===== src/sv/css_pkg.sv =====
// css_pkg: shared constants, types and helpers for the coordinated servo stepper
// used by css_lane, css_merge, coordinated_servo_stepper and css_checker
// no dependencies
package css_pkg;

  localparam int SERVO_COUNT = 6;
  localparam int POS_W       = 8;
  localparam int DIFF_W      = POS_W + 1;
  localparam int QUO_W       = 15;                  // holds 255 * 100
  localparam int PCT_W       = 7;
  localparam int IDX_W       = 3;
  localparam int CNT_W       = $clog2(QUO_W + 1);
  localparam int TICK_W      = 8;

  typedef logic [POS_W-1:0]         pos_t;
  typedef logic signed [DIFF_W-1:0] diff_t;
  typedef logic [QUO_W-1:0]         quo_t;
  typedef logic [PCT_W-1:0]         pct_t;
  typedef logic [IDX_W-1:0]         idx_t;
  typedef logic [CNT_W-1:0]         cnt_t;
  typedef logic [TICK_W-1:0]        tick_t;
  typedef logic [SERVO_COUNT-1:0]   mask_t;

  localparam pos_t PCT_SCALE = 8'd100;

  // per-lane commands from the sequencer
  typedef struct packed {
    logic start_load;
    pos_t target;
    logic cfg_load;
    pos_t cfg_value;
    logic div_load;
    logic div_run;
    logic step;
  } lane_ctrl_t;

  // per-lane status toward the merge stage
  typedef struct packed {
    pos_t  cur;
    diff_t diff;
    diff_t new_diff;
    quo_t  pct;
    logic  can_step;
  } lane_stat_t;

  function automatic pos_t mag(diff_t v);
    diff_t n;
    n = (v < 0) ? -v : v;
    return n[POS_W-1:0];
  endfunction

  function automatic pos_t init_pos(int unsigned i);
    pos_t p;
    case (i)
      0:       p = 8'd128;
      1:       p = 8'd85;
      2:       p = 8'd221;
      3:       p = 8'd39;
      4:       p = 8'd122;
      5:       p = 8'd127;
      default: p = 8'd128;
    endcase
    return p;
  endfunction

endpackage


===== src/sv/css_lane.sv =====
// css_lane: one servo lane - position, start, destination and difference registers
// plus a restoring divider for moved*100/|diff|, one quotient bit per cycle
// depends on css_pkg
module css_lane (
  input  logic                clk,
  input  logic                rst,
  input  css_pkg::pos_t       rst_pos,
  input  css_pkg::lane_ctrl_t ctrl,
  output css_pkg::lane_stat_t stat
);

  css_pkg::pos_t  cur;
  css_pkg::pos_t  start;
  css_pkg::pos_t  dest;
  css_pkg::diff_t diff;
  css_pkg::pos_t  rem;
  css_pkg::quo_t  dq;

  css_pkg::diff_t new_diff;
  css_pkg::pos_t  moved;
  css_pkg::quo_t  dividend;
  css_pkg::pos_t  den;
  logic [css_pkg::POS_W:0] r;
  logic [css_pkg::POS_W:0] sub;
  logic           ge;
  css_pkg::pos_t  rem_next;
  css_pkg::pos_t  nxt;

  always_comb begin
    new_diff = (ctrl.target != '0)
             ? css_pkg::diff_t'({1'b0, ctrl.target}) - css_pkg::diff_t'({1'b0, cur})
             : '0;
    moved    = css_pkg::mag(css_pkg::diff_t'({1'b0, start}) - css_pkg::diff_t'({1'b0, cur}));
    dividend = css_pkg::quo_t'(moved) * css_pkg::quo_t'(css_pkg::PCT_SCALE);
    den      = css_pkg::mag(diff);
    r        = {rem, dq[css_pkg::QUO_W-1]};
    sub      = r - {1'b0, den};
    ge       = (r >= {1'b0, den});
    rem_next = ge ? sub[css_pkg::POS_W-1:0] : r[css_pkg::POS_W-1:0];
    nxt      = (dest < cur) ? cur - 1'b1 : cur + 1'b1;
  end

  always_ff @(posedge clk) begin
    if (rst) begin
      cur   <= rst_pos;
      start <= '0;
      dest  <= '0;
      diff  <= '0;
    end else if (ctrl.start_load) begin
      start <= cur;
      dest  <= ctrl.target;
      diff  <= new_diff;
    end else if (ctrl.step) begin
      cur <= nxt;
    end else if (ctrl.cfg_load) begin
      cur <= ctrl.cfg_value;
    end
  end

  // divider datapath, no reset needed
  always_ff @(posedge clk) begin
    if (ctrl.div_load) begin
      rem <= '0;
      dq  <= dividend;
    end else if (ctrl.div_run) begin
      rem <= rem_next;
      dq  <= {dq[css_pkg::QUO_W-2:0], ge};
    end
  end

  assign stat.cur      = cur;
  assign stat.diff     = diff;
  assign stat.new_diff = new_diff;
  assign stat.pct      = dq;
  assign stat.can_step = (cur != dest) && (nxt != '0);

endmodule


===== src/sv/css_merge.sv =====
// css_merge: combines lane results - leader pick on a start item and
// in-order step decisions with the running percent on a tick
// depends on css_pkg
module css_merge (
  input  css_pkg::lane_stat_t stat [css_pkg::SERVO_COUNT],
  input  css_pkg::diff_t      leader,
  input  css_pkg::pct_t       percent,
  output css_pkg::mask_t      step,
  output css_pkg::pct_t       percent_next,
  output css_pkg::diff_t      lead_next,
  output css_pkg::pos_t       best
);

  always_comb begin
    css_pkg::pct_t pd;
    css_pkg::pos_t bst;
    css_pkg::diff_t ld;
    pd   = percent;
    step = '0;
    for (int i = 0; i < css_pkg::SERVO_COUNT; i++) begin
      if (stat[i].diff != '0) begin
        if (stat[i].diff == leader) begin
          step[i] = stat[i].can_step;
          pd      = stat[i].pct[css_pkg::PCT_W-1:0];
        end else if (stat[i].pct < css_pkg::quo_t'(pd)) begin
          step[i] = stat[i].can_step;
        end
      end
    end
    percent_next = pd;

    // first lane with the largest magnitude wins
    bst = '0;
    ld  = '0;
    for (int i = 0; i < css_pkg::SERVO_COUNT; i++) begin
      if (stat[i].new_diff != '0 && css_pkg::mag(stat[i].new_diff) > bst) begin
        bst = css_pkg::mag(stat[i].new_diff);
        ld  = stat[i].new_diff;
      end
    end
    best      = bst;
    lead_next = ld;
  end

endmodule


===== src/sv/coordinated_servo_stepper.sv =====
// coordinated_servo_stepper: top level - sequencer, lanes, merge and output register
// depends on css_pkg, css_lane, css_merge
//
// channel   direction  handshake            payload
// in        to block   in_valid/in_ready    cmd, six targets
// out       from block out_valid/out_ready  six positions, stepped_mask, busy_res
// cfg       to block   cfg_we (no wait)     cfg_index, cfg_data
//
// a start item goes from accept straight to emit; a tick item during a move runs accept,
// the divider in every lane at once, the merge/apply state and emit; an idle tick skips to emit
// the divider width (one quotient bit per cycle, 15 bits) sets the length of the divider run
// one item is in work at a time; a new item is accepted while a result waits
// reset is synchronous and puts every servo at its default start position
// a stalled output holds the finished item until out_ready; the next one waits in emit
module coordinated_servo_stepper (
  input  logic                 clk,
  input  logic                 rst,
  input  logic                 in_valid,
  output logic                 in_ready,
  input  logic                 cmd,
  input  css_pkg::pos_t        rotate_target,
  input  css_pkg::pos_t        shoulder_target,
  input  css_pkg::pos_t        elbow_target,
  input  css_pkg::pos_t        wrist_target,
  input  css_pkg::pos_t        grip_rotate_target,
  input  css_pkg::pos_t        grip_target,
  output logic                 out_valid,
  input  logic                 out_ready,
  output css_pkg::pos_t        rotate_pos,
  output css_pkg::pos_t        shoulder_pos,
  output css_pkg::pos_t        elbow_pos,
  output css_pkg::pos_t        wrist_pos,
  output css_pkg::pos_t        grip_rotate_pos,
  output css_pkg::pos_t        grip_pos,
  output css_pkg::mask_t       stepped_mask,
  output logic                 busy_res,
  input  logic                 cfg_we,
  input  css_pkg::idx_t        cfg_index,
  input  css_pkg::pos_t        cfg_data
);

  // one-hot sequencer states
  typedef enum logic [3:0] {
    S_IDLE  = 4'b0001,
    S_DIV   = 4'b0010,
    S_APPLY = 4'b0100,
    S_EMIT  = 4'b1000
  } state_t;

  state_t              state;
  css_pkg::tick_t      ticks_left;
  css_pkg::pct_t       percent;
  css_pkg::diff_t      leader;
  css_pkg::cnt_t       cnt;
  css_pkg::mask_t      mask;

  css_pkg::pos_t       tgt  [css_pkg::SERVO_COUNT];
  css_pkg::lane_ctrl_t ctrl [css_pkg::SERVO_COUNT];
  css_pkg::lane_stat_t stat [css_pkg::SERVO_COUNT];

  css_pkg::mask_t      step_vec;
  css_pkg::pct_t       percent_next;
  css_pkg::diff_t      lead_next;
  css_pkg::pos_t       best;

  logic accept;
  logic emit_go;
  logic ticking;

  assign in_ready = (state == S_IDLE);
  assign accept   = in_valid && in_ready;
  assign ticking  = (ticks_left != '0);
  // output slot is free or being emptied this cycle
  assign emit_go  = (state == S_EMIT) && (!out_valid || out_ready);

  // target ports in servo order
  assign tgt[0] = rotate_target;
  assign tgt[1] = shoulder_target;
  assign tgt[2] = elbow_target;
  assign tgt[3] = wrist_target;
  assign tgt[4] = grip_rotate_target;
  assign tgt[5] = grip_target;

  // lane commands
  always_comb begin
    for (int i = 0; i < css_pkg::SERVO_COUNT; i++) begin
      ctrl[i].start_load = accept && cmd;
      ctrl[i].target     = tgt[i];
      // config loads the position only when no move runs
      ctrl[i].cfg_load   = cfg_we && (cfg_index == css_pkg::idx_t'(i)) && !ticking;
      ctrl[i].cfg_value  = cfg_data;
      ctrl[i].div_load   = accept && !cmd && ticking;
      ctrl[i].div_run    = (state == S_DIV);
      ctrl[i].step       = (state == S_APPLY) && step_vec[i];
    end
  end

  for (genvar g = 0; g < css_pkg::SERVO_COUNT; g++) begin : g_lane
    css_lane u_lane (
      .clk     (clk),
      .rst     (rst),
      .rst_pos (css_pkg::init_pos(g)),
      .ctrl    (ctrl[g]),
      .stat    (stat[g])
    );
  end

  css_merge u_merge (
    .stat         (stat),
    .leader       (leader),
    .percent      (percent),
    .step         (step_vec),
    .percent_next (percent_next),
    .lead_next    (lead_next),
    .best         (best)
  );

  // sequencer and move state
  always_ff @(posedge clk) begin
    if (rst) begin
      state      <= S_IDLE;
      ticks_left <= '0;
      percent    <= '0;
      leader     <= '0;
      cnt        <= '0;
      mask       <= '0;
    end else begin
      unique case (state)
        S_IDLE: begin
          if (accept) begin
            if (cmd) begin
              // start item: record leader, no servo moves, result busy shows whether the new count is nonzero
              leader     <= lead_next;
              ticks_left <= css_pkg::tick_t'(best);
              percent    <= '0;
              mask       <= '0;
              state      <= S_EMIT;
            end else if (ticking) begin
              cnt   <= css_pkg::cnt_t'(css_pkg::QUO_W);
              state <= S_DIV;
            end else begin
              // tick while idle
              mask  <= '0;
              state <= S_EMIT;
            end
          end
        end
        S_DIV: begin
          cnt <= cnt - 1'b1;
          if (cnt == css_pkg::cnt_t'(1)) begin
            state <= S_APPLY;
          end
        end
        S_APPLY: begin
          percent    <= percent_next;
          mask       <= step_vec;
          ticks_left <= ticks_left - 1'b1;
          state      <= S_EMIT;
        end
        S_EMIT: begin
          if (emit_go) begin
            state <= S_IDLE;
          end
        end
        default: state <= S_IDLE;
      endcase
    end
  end

  // output register
  always_ff @(posedge clk) begin
    if (rst) begin
      out_valid <= 1'b0;
    end else if (emit_go) begin
      out_valid <= 1'b1;
    end else if (out_ready) begin
      out_valid <= 1'b0;
    end
  end

  always_ff @(posedge clk) begin
    if (emit_go) begin
      rotate_pos      <= stat[0].cur;
      shoulder_pos    <= stat[1].cur;
      elbow_pos       <= stat[2].cur;
      wrist_pos       <= stat[3].cur;
      grip_rotate_pos <= stat[4].cur;
      grip_pos        <= stat[5].cur;
      stepped_mask    <= mask;
      busy_res        <= ticking;
    end
  end

endmodule


===== config.mk =====
export PLATFORM = sky130hd
export DESIGN_NAME = coordinated_servo_stepper
export DESIGN_NICKNAME = d
export VERILOG_FILES = /design/src/sv/css_pkg.sv /design/src/sv/css_lane.sv /design/src/sv/css_merge.sv /design/src/sv/coordinated_servo_stepper.sv
export SDC_FILE = /design/constraint.sdc
export NUM_CORES = 2
export LEC_CHECK = 0
export BUFFER_PORTS_ARGS = -buffer_cell sky130_fd_sc_hd__buf_2
export CORE_MARGIN = 2
export CORE_UTILIZATION = 40
export DETAILED_ROUTE_END_ITERATION = 10
export GPL_TIMING_DRIVEN = 0
export PLACE_DENSITY = 0.58
export SLEW_MARGIN = 20
export SYNTH_ARGS = -nofsm -noshare
export SYNTH_HDL_FRONTEND = slang
export SYNTH_HIERARCHICAL = 1
export SYNTH_SLANG_ARGS = --single-unit
export TNS_END_PERCENT = 30

===== constraint.sdc =====
create_clock -name clk -period 16.9 [get_ports clk]
set_clock_uncertainty 0.05 [all_clocks]
set_input_delay 3.38 -clock clk [delete_from_list [all_inputs] [get_ports clk]]
set_output_delay 3.38 -clock clk [all_outputs]
set_load 0.01 [all_outputs]

Word-level counts from Yosys, hierarchy flattened
Index checks and enable logic that the tools add are counted.
{"block": "classes", "n_addsub": 50, "multipliers": 6, "div": 0, "magnitude_cmp": 42, "eq_ne": 29, "n_shift": 0, "muxes": 124, "n_bitwise": 1, "reduce_logical": 86}
{"operator": "$mux 8", "n": 50}
{"operator": "$mux 15", "n": 12}
{"operator": "$lt 9x1->1 const B", "n": 18}
{"operator": "$neg 8->8", "n": 18}
{"operator": "$mux 9", "n": 12}
{"operator": "$reduce_bool 9->1", "n": 12}
{"operator": "$sub 8x8->9", "n": 12}
{"operator": "$reduce_bool 8->1", "n": 13}
{"operator": "$mux 7", "n": 14}
{"operator": "$lt 15x7->1", "n": 6}
{"operator": "$mul 8x5->13 const B", "n": 6}
{"operator": "$sub 8x1->8 const B", "n": 7}
{"operator": "$eq 9x9->1", "n": 6}
{"operator": "$ge 9x8->1", "n": 6}
{"operator": "$add 8x1->8 const B", "n": 6}
{"operator": "$lt 8x8->1", "n": 6}
{"operator": "$ne 8x8->1", "n": 6}
{"operator": "$sub 8x8->8", "n": 6}
{"operator": "$gt 8x8->1", "n": 5}
{"operator": "$logic_and 1x1->1", "n": 35}
{"operator": "$mux 4", "n": 8}
{"operator": "$mux 1", "n": 20}
{"operator": "$reduce_bool 2->1", "n": 10}
{"operator": "$mux 6", "n": 3}
{"operator": "other kinds (24)", "n": 41}
{"block": "word_totals", "register_bits": 430, "latchBits": 0, "ram_bits": 0, "mem_bits_ro": 0, "in_bits": 65, "out_inout_bits": 57, "wordCells": 395, "n_memories": 0}

Longest topological paths before layout
{"block": "logic_depth", "ltp_word": 25, "mapped_depth": 70, "mapped_depth_nobuf": 62}

Hierarchy
The synthesis kept the hierarchy.
{"module": "css_lane (g_lane[4].u_lane ...)", "n_inst": 2, "cells_per_inst": 502, "area_per_inst_um2": 4645.7, "seq_area_each_um2": 1331.3}
{"module": "css_lane (g_lane[0].u_lane ...)", "n_inst": 2, "cells_per_inst": 501, "area_per_inst_um2": 4580.6, "seq_area_each_um2": 1331.3}
{"module": "css_merge", "n_inst": 1, "cells_per_inst": 784, "area_per_inst_um2": 5471.5, "seq_area_each_um2": 0.0}
{"module": "css_lane (g_lane[2].u_lane)", "n_inst": 1, "cells_per_inst": 510, "area_per_inst_um2": 4603.2, "seq_area_each_um2": 1331.3}
{"module": "css_lane (g_lane[1].u_lane)", "n_inst": 1, "cells_per_inst": 502, "area_per_inst_um2": 4584.4, "seq_area_each_um2": 1331.3}
{"module": "coordinated_servo_stepper", "n_inst": 1, "cells_per_inst": 265, "area_per_inst_um2": 3453.3, "seq_area_each_um2": 2432.3}

Least setup slack after synthesis
Ideal clock, no wire load.
{"block": "synth_timing", "kind": "input-to-reg", "from": "in rotate_target[0]", "to": "reg leader[0]", "setup_time_ns": 0.070, "arrival_time_ns": 15.015, "required_ns": 16.780, "setup_slack_ns": 1.765, "stages": 69, "path_buffers": 9, "cell_sequence": "inv_1 -> ha_1 -> fa_1 -> nor2b_1 -> o21ai_0 -> a21oi_1 -> o21a_1 -> o21a_1 -> o21ai_0 -> and2_1 -> buf_2 -> a21boi_1 -> xnor2_1 -> nand3_2 -> nor4b_4 -> or2_2 -> ha_1 -> nor2b_1 -> (+33 left out) -> o21a_1 -> o21ai_0 -> o211a_1 -> buf_1 -> o21ai_1 -> and2_1 -> ha_1 -> nand3_1 -> o22ai_1 -> o21bai_1 -> a22oi_1 -> o41a_1 -> buf_2 -> nor2_1 -> a221oi_1 -> buf_4 -> nand2_1 -> a21oi_1"}
{"item": "start: declaration", "line_no": "coordinated_servo_stepper.sv:21", "rtl": "input css_pkg::pos_t rotate_target,"}
{"item": "end signal: assignment", "line_no": "coordinated_servo_stepper.sv:133", "rtl": "leader <= lead_next;"}
{"item": "end: declaration", "line_no": "coordinated_servo_stepper.sv:53", "rtl": "css_pkg::diff_t leader;"}

==> metrics.md <==
| Metric | Value |
|---|---|
| Overflow left after global routing | `0` |
| Final Net Count | `4,898` |
| Post-layout min period | `16.02 ns` |
| Routability Congestion | `slightly above 0.9` |
| Ratio of final minimum period to clock period | `94.8%` |
| Hold_ws | `approximately 0.4 ns` |
| Post-CTS Hold Buffers | `0` |
| Min-Delay Path Class | `reg -> reg` |
| Critical path launch point type | `input port` |
| Number of standard cells after synthesis | `4,067` |
| Clock root cell | `sky130_fd_sc_hd__clkbuf_16` |
| Total clock sinks | `430` |
| Largest delay share family, worst path | `compound AO/OA/AOI/OAI gates` |
| Result of the run | `finished clean` |
| Critical path buffer and inverter count | `11` |
| P&R area growth vs syn | `12.1%` |
| Final Hold Viols | `0` |
| First-pass GRT wire length | `164,000 um` |
| Antenna violations before repair | `2` |
| Core Rows | `110` |
| Total length of routed wires | `about 110,000 um` |
| Synthesized area divided by synthesized cell count | `8.99 um^2` |
| Maximum number of buffers from clock root to sink | `3` |
| Die Y-Extent | `306 um` |
| Core area | `90,300 um^2` |
| Drc violations | `0` |
| Slowest-stage cell, CP | `sky130_fd_sc_hd__nor3_2` |
| Crit path DAT | `roughly 17 ns` |
| Critical path required time | `17.40 ns` |
| Slowest stage delay, CP | `0.58 ns` |
| Overall track demand over capacity in global routing | `about 22%` |
| Number of warnings reported in the yosys synthesis log | `6` |
| Most frequent cell on the critical path | `sky130_fd_sc_hd__ha_1` |
| EDFF count, synth | `181` |
| Biggest fanout along the worst timing path | `11` |
| Number of H-tree levels | `2` |
| Number of distinct library cells after synthesis | `114` |
| Estimated wirelength of the detail-placed design | `roughly 80,000 um` |
| Pin count of the biggest net entering global routing | `28` |
| Initial standard-cell utilization of the core | `40.5%` |
| Vias per Instance | `5.39` |
| Worst max-slew margin expressed relative to the limit | `20.9%` |
| Insertion delay of the later-clocked pin in the worst-skew pair | `0.62 ns` |
| Boundary Pins | `around 120` |
| Number of max-slew violations in the final report | `0` |
| FF+latch count, synth | `430` |
| # Max-Cap Violations | `0` |
| Async SR Flop Fraction | `0%` |
| First DRT Iteration DRCs | `1,779` |
| Vias in the first global route | `28.7k` |
| Cell area after synthesis | `36,600 um^2` |
| Clk slew on worst S/H paths | `0.06 ns` |
| Sequential element share of the synthesized area | `28.5%` |
| Vias | `29.8k` |
| Length of the first detailed-routing pass in iterations | `6` |
| Routed wire length per instance | `19.0 um` |
| Area enclosed by the die boundary | `93,800 um^2` |
| Width of the chip | `306 um` |
| Kind of critical path | `in -> reg` |
| Slew at the pin closest to its max-slew limit | `about 1.2 ns` |
| ANT nets after route | `0` |
| Count of endpoints failing setup in the final report | `0` |
| TritonCTS clock tree | `yes` |
| Highest clock rate | `62.4 MHz` |
| Endpoint kind of the worst setup timing path | `register` |
| Most used DFF post-synth | `sky130_fd_sc_hd__dfxtp_1` |
| Port buffer count | `121` |
| Share of final-layout standard cells stronger than drive strength 1 | `8.95%` |
| Diodes inserted | `0` |
| TritonCTS Buffers | `between 50 and 60` |
-- worst paths after layout --
path / slack (ns) / from / to / cells after the start
max: 0.88 / rotate_target[0] / leader[0]$_SDFFE_PP0P_ / 68
min: 0.39 / mask[0]$_SDFFE_PP0P_ / stepped_mask[0]$_DFFE_PP_ / 0
max reg2reg: 3.05 / g_lane[0].u_lane/cur[1]$_DFFE_PP_ / leader[0]$_SDFFE_PP0P_ / 68
min reg2reg: 0.39 / mask[0]$_SDFFE_PP0P_ / stepped_mask[0]$_DFFE_PP_ / 0
-- Yosys cell counts (all sizes together), types with 7 or more instances --
cell | number | area [um^2]
o41ai | 11 | 115
and3 | 11 | 68.8
a21oi | 224 | 1150
a31oi | 37 | 250
o21bai | 40 | 304
o311ai | 9 | 109
nand3 | 74 | 398
o21ai | 205 | 1030
a21boi | 8 | 60.1
nand3b | 10 | 75.1
edfxtp | 181 | 5440
or4 | 17 | 131
a21o | 83 | 623
xnor2 | 198 | 1770
o211ai | 7 | 52.6
mux2 | 24 | 285
nand4 | 36 | 225
nor3 | 67 | 335
dfxtp | 249 | 4980
o2111ai | 7 | 67.6
a22o | 56 | 490
ha | 497 | 6220
a211oi | 48 | 360
and2 | 24 | 155
buf | 33 | 188
or2 | 19 | 119
nand2b | 57 | 357
nor2b | 65 | 422
o31ai | 36 | 349
nor3b | 11 | 82.6
nor2 | 420 | 1590
inv | 301 | 1130
a311oi | 10 | 119
nor4 | 33 | 231
o221ai | 8 | 70.1
clkbuf | 112 | 440
nand2 | 265 | 997
o21a | 40 | 304
xor2 | 132 | 1160
fa | 36 | 721
a22oi | 12 | 95.1
mux2i | 243 | 2430
or3 | 26 | 198
-- logic make-up after synthesis --
| group | share of synthesized area, % |
|---|---|
| adder cells (fa/ha/maj) | 19.0 |
| AO/OA/AOI/OAI | 17.0 |
| buffers and inverters | 4.84 |
| XOR/XNOR | 8.02 |
| multiplexers | 7.43 |
| AND/OR/NAND/NOR | 15.3 |
| flip-flops | 28.5 |
| other | 0.0205 |
-- state kept, by name, indices dropped and copies added, names as in the netlist, 6 cells and up --
signal               cells
g_lane.u_lane/rem       48
ticks_left               8
rotate_pos               8
stepped_mask             6
leader                   9
elbow_pos                8
grip_rotate_pos          8
g_lane.u_lane/diff      54
shoulder_pos             8
percent                  7
g_lane.u_lane/dest      48
mask                     6
g_lane.u_lane/cur       48
wrist_pos                8
g_lane.u_lane/dq        90
g_lane.u_lane/start     48
grip_pos                 8
-- through the flow --
step           setup WS (ns)  cells  util (%)  area (um^2)  TNS [ns]
6_report               0.884   5522      45.4        41000         0
5_1_grt              -0.0294   5522      45.4        41000   -0.0294
4_1_cts               0.0327   5516      45.3        40900         0
3_5_place_dp           -1.49   5414      43.1        38900    -19.57
3_3_place_gp           -1.60   5410      43.0        38800    -21.07
2_1_floorplan           1.76   4113         -        36700         0
-- routing by layer --
layer,vias to the layer above,part of all wire (%),track usage [%]
met3,147,4.2,2.47
met5,-,0,0
met2,569,46,36.2
met1,14100,47,30.1
met4,0,3.2,7.02
li1,15000,-,-
-- timing repair --
action,in CTS,in global routing
setup endpoints to repair,17,17
resized for setup,7,13
pin swaps,0,6
setup buffers,0,8
-- cell usage in the layout, fill, tap and decap left out, types with 21 or more instances in the layout --
| cell type | count |
|---|---|
| sky130_fd_sc_hd__nand4_1 | 36 |
| sky130_fd_sc_hd__nor3_1 | 64 |
| sky130_fd_sc_hd__ha_1 | 497 |
| sky130_fd_sc_hd__buf_2 | 135 |
| sky130_fd_sc_hd__dfxtp_1 | 249 |
| sky130_fd_sc_hd__o21ai_1 | 22 |
| sky130_fd_sc_hd__xnor2_1 | 194 |
| sky130_fd_sc_hd__clkbuf_1 | 114 |
| sky130_fd_sc_hd__clkbuf_16 | 60 |
| sky130_fd_sc_hd__a21oi_1 | 216 |
| sky130_fd_sc_hd__o21bai_1 | 39 |
| sky130_fd_sc_hd__nand2b_1 | 57 |
| sky130_fd_sc_hd__xor2_1 | 131 |
| sky130_fd_sc_hd__conb_1 | 48 |
| sky130_fd_sc_hd__a21o_1 | 83 |
| sky130_fd_sc_hd__a31oi_1 | 34 |
| sky130_fd_sc_hd__nand2_1 | 263 |
| sky130_fd_sc_hd__o21ai_0 | 181 |
| sky130_fd_sc_hd__nor2_1 | 415 |
| sky130_fd_sc_hd__o31ai_1 | 29 |
| sky130_fd_sc_hd__and2_1 | 21 |
| sky130_fd_sc_hd__edfxtp_1 | 181 |
| sky130_fd_sc_hd__nor4_1 | 28 |
| sky130_fd_sc_hd__inv_1 | 292 |
| sky130_fd_sc_hd__a22o_1 | 56 |
| sky130_fd_sc_hd__nand3_1 | 70 |
| sky130_fd_sc_hd__o21a_1 | 37 |
| sky130_fd_sc_hd__fa_1 | 36 |
| sky130_fd_sc_hd__a211oi_1 | 48 |
| sky130_fd_sc_hd__nor2b_1 | 63 |
| sky130_fd_sc_hd__mux2i_1 | 243 |
-- final cells by class --
cell class | instances | area (um^2)
fillers | 8979 | 49300
multi-input cells | 3235 | 24600
flip-flops and latches | 430 | 10400
clock buffers | 76 | 1620
well taps | 1176 | 1470
inverters | 303 | 1140
repair buffers | 133 | 748
plain buffers | 143 | 629
clock inverters | 26 | 323
Power is left out: the tool's default activity adds up to more than one toggle a clock period on the data nets, which glitch-free logic cannot reach.
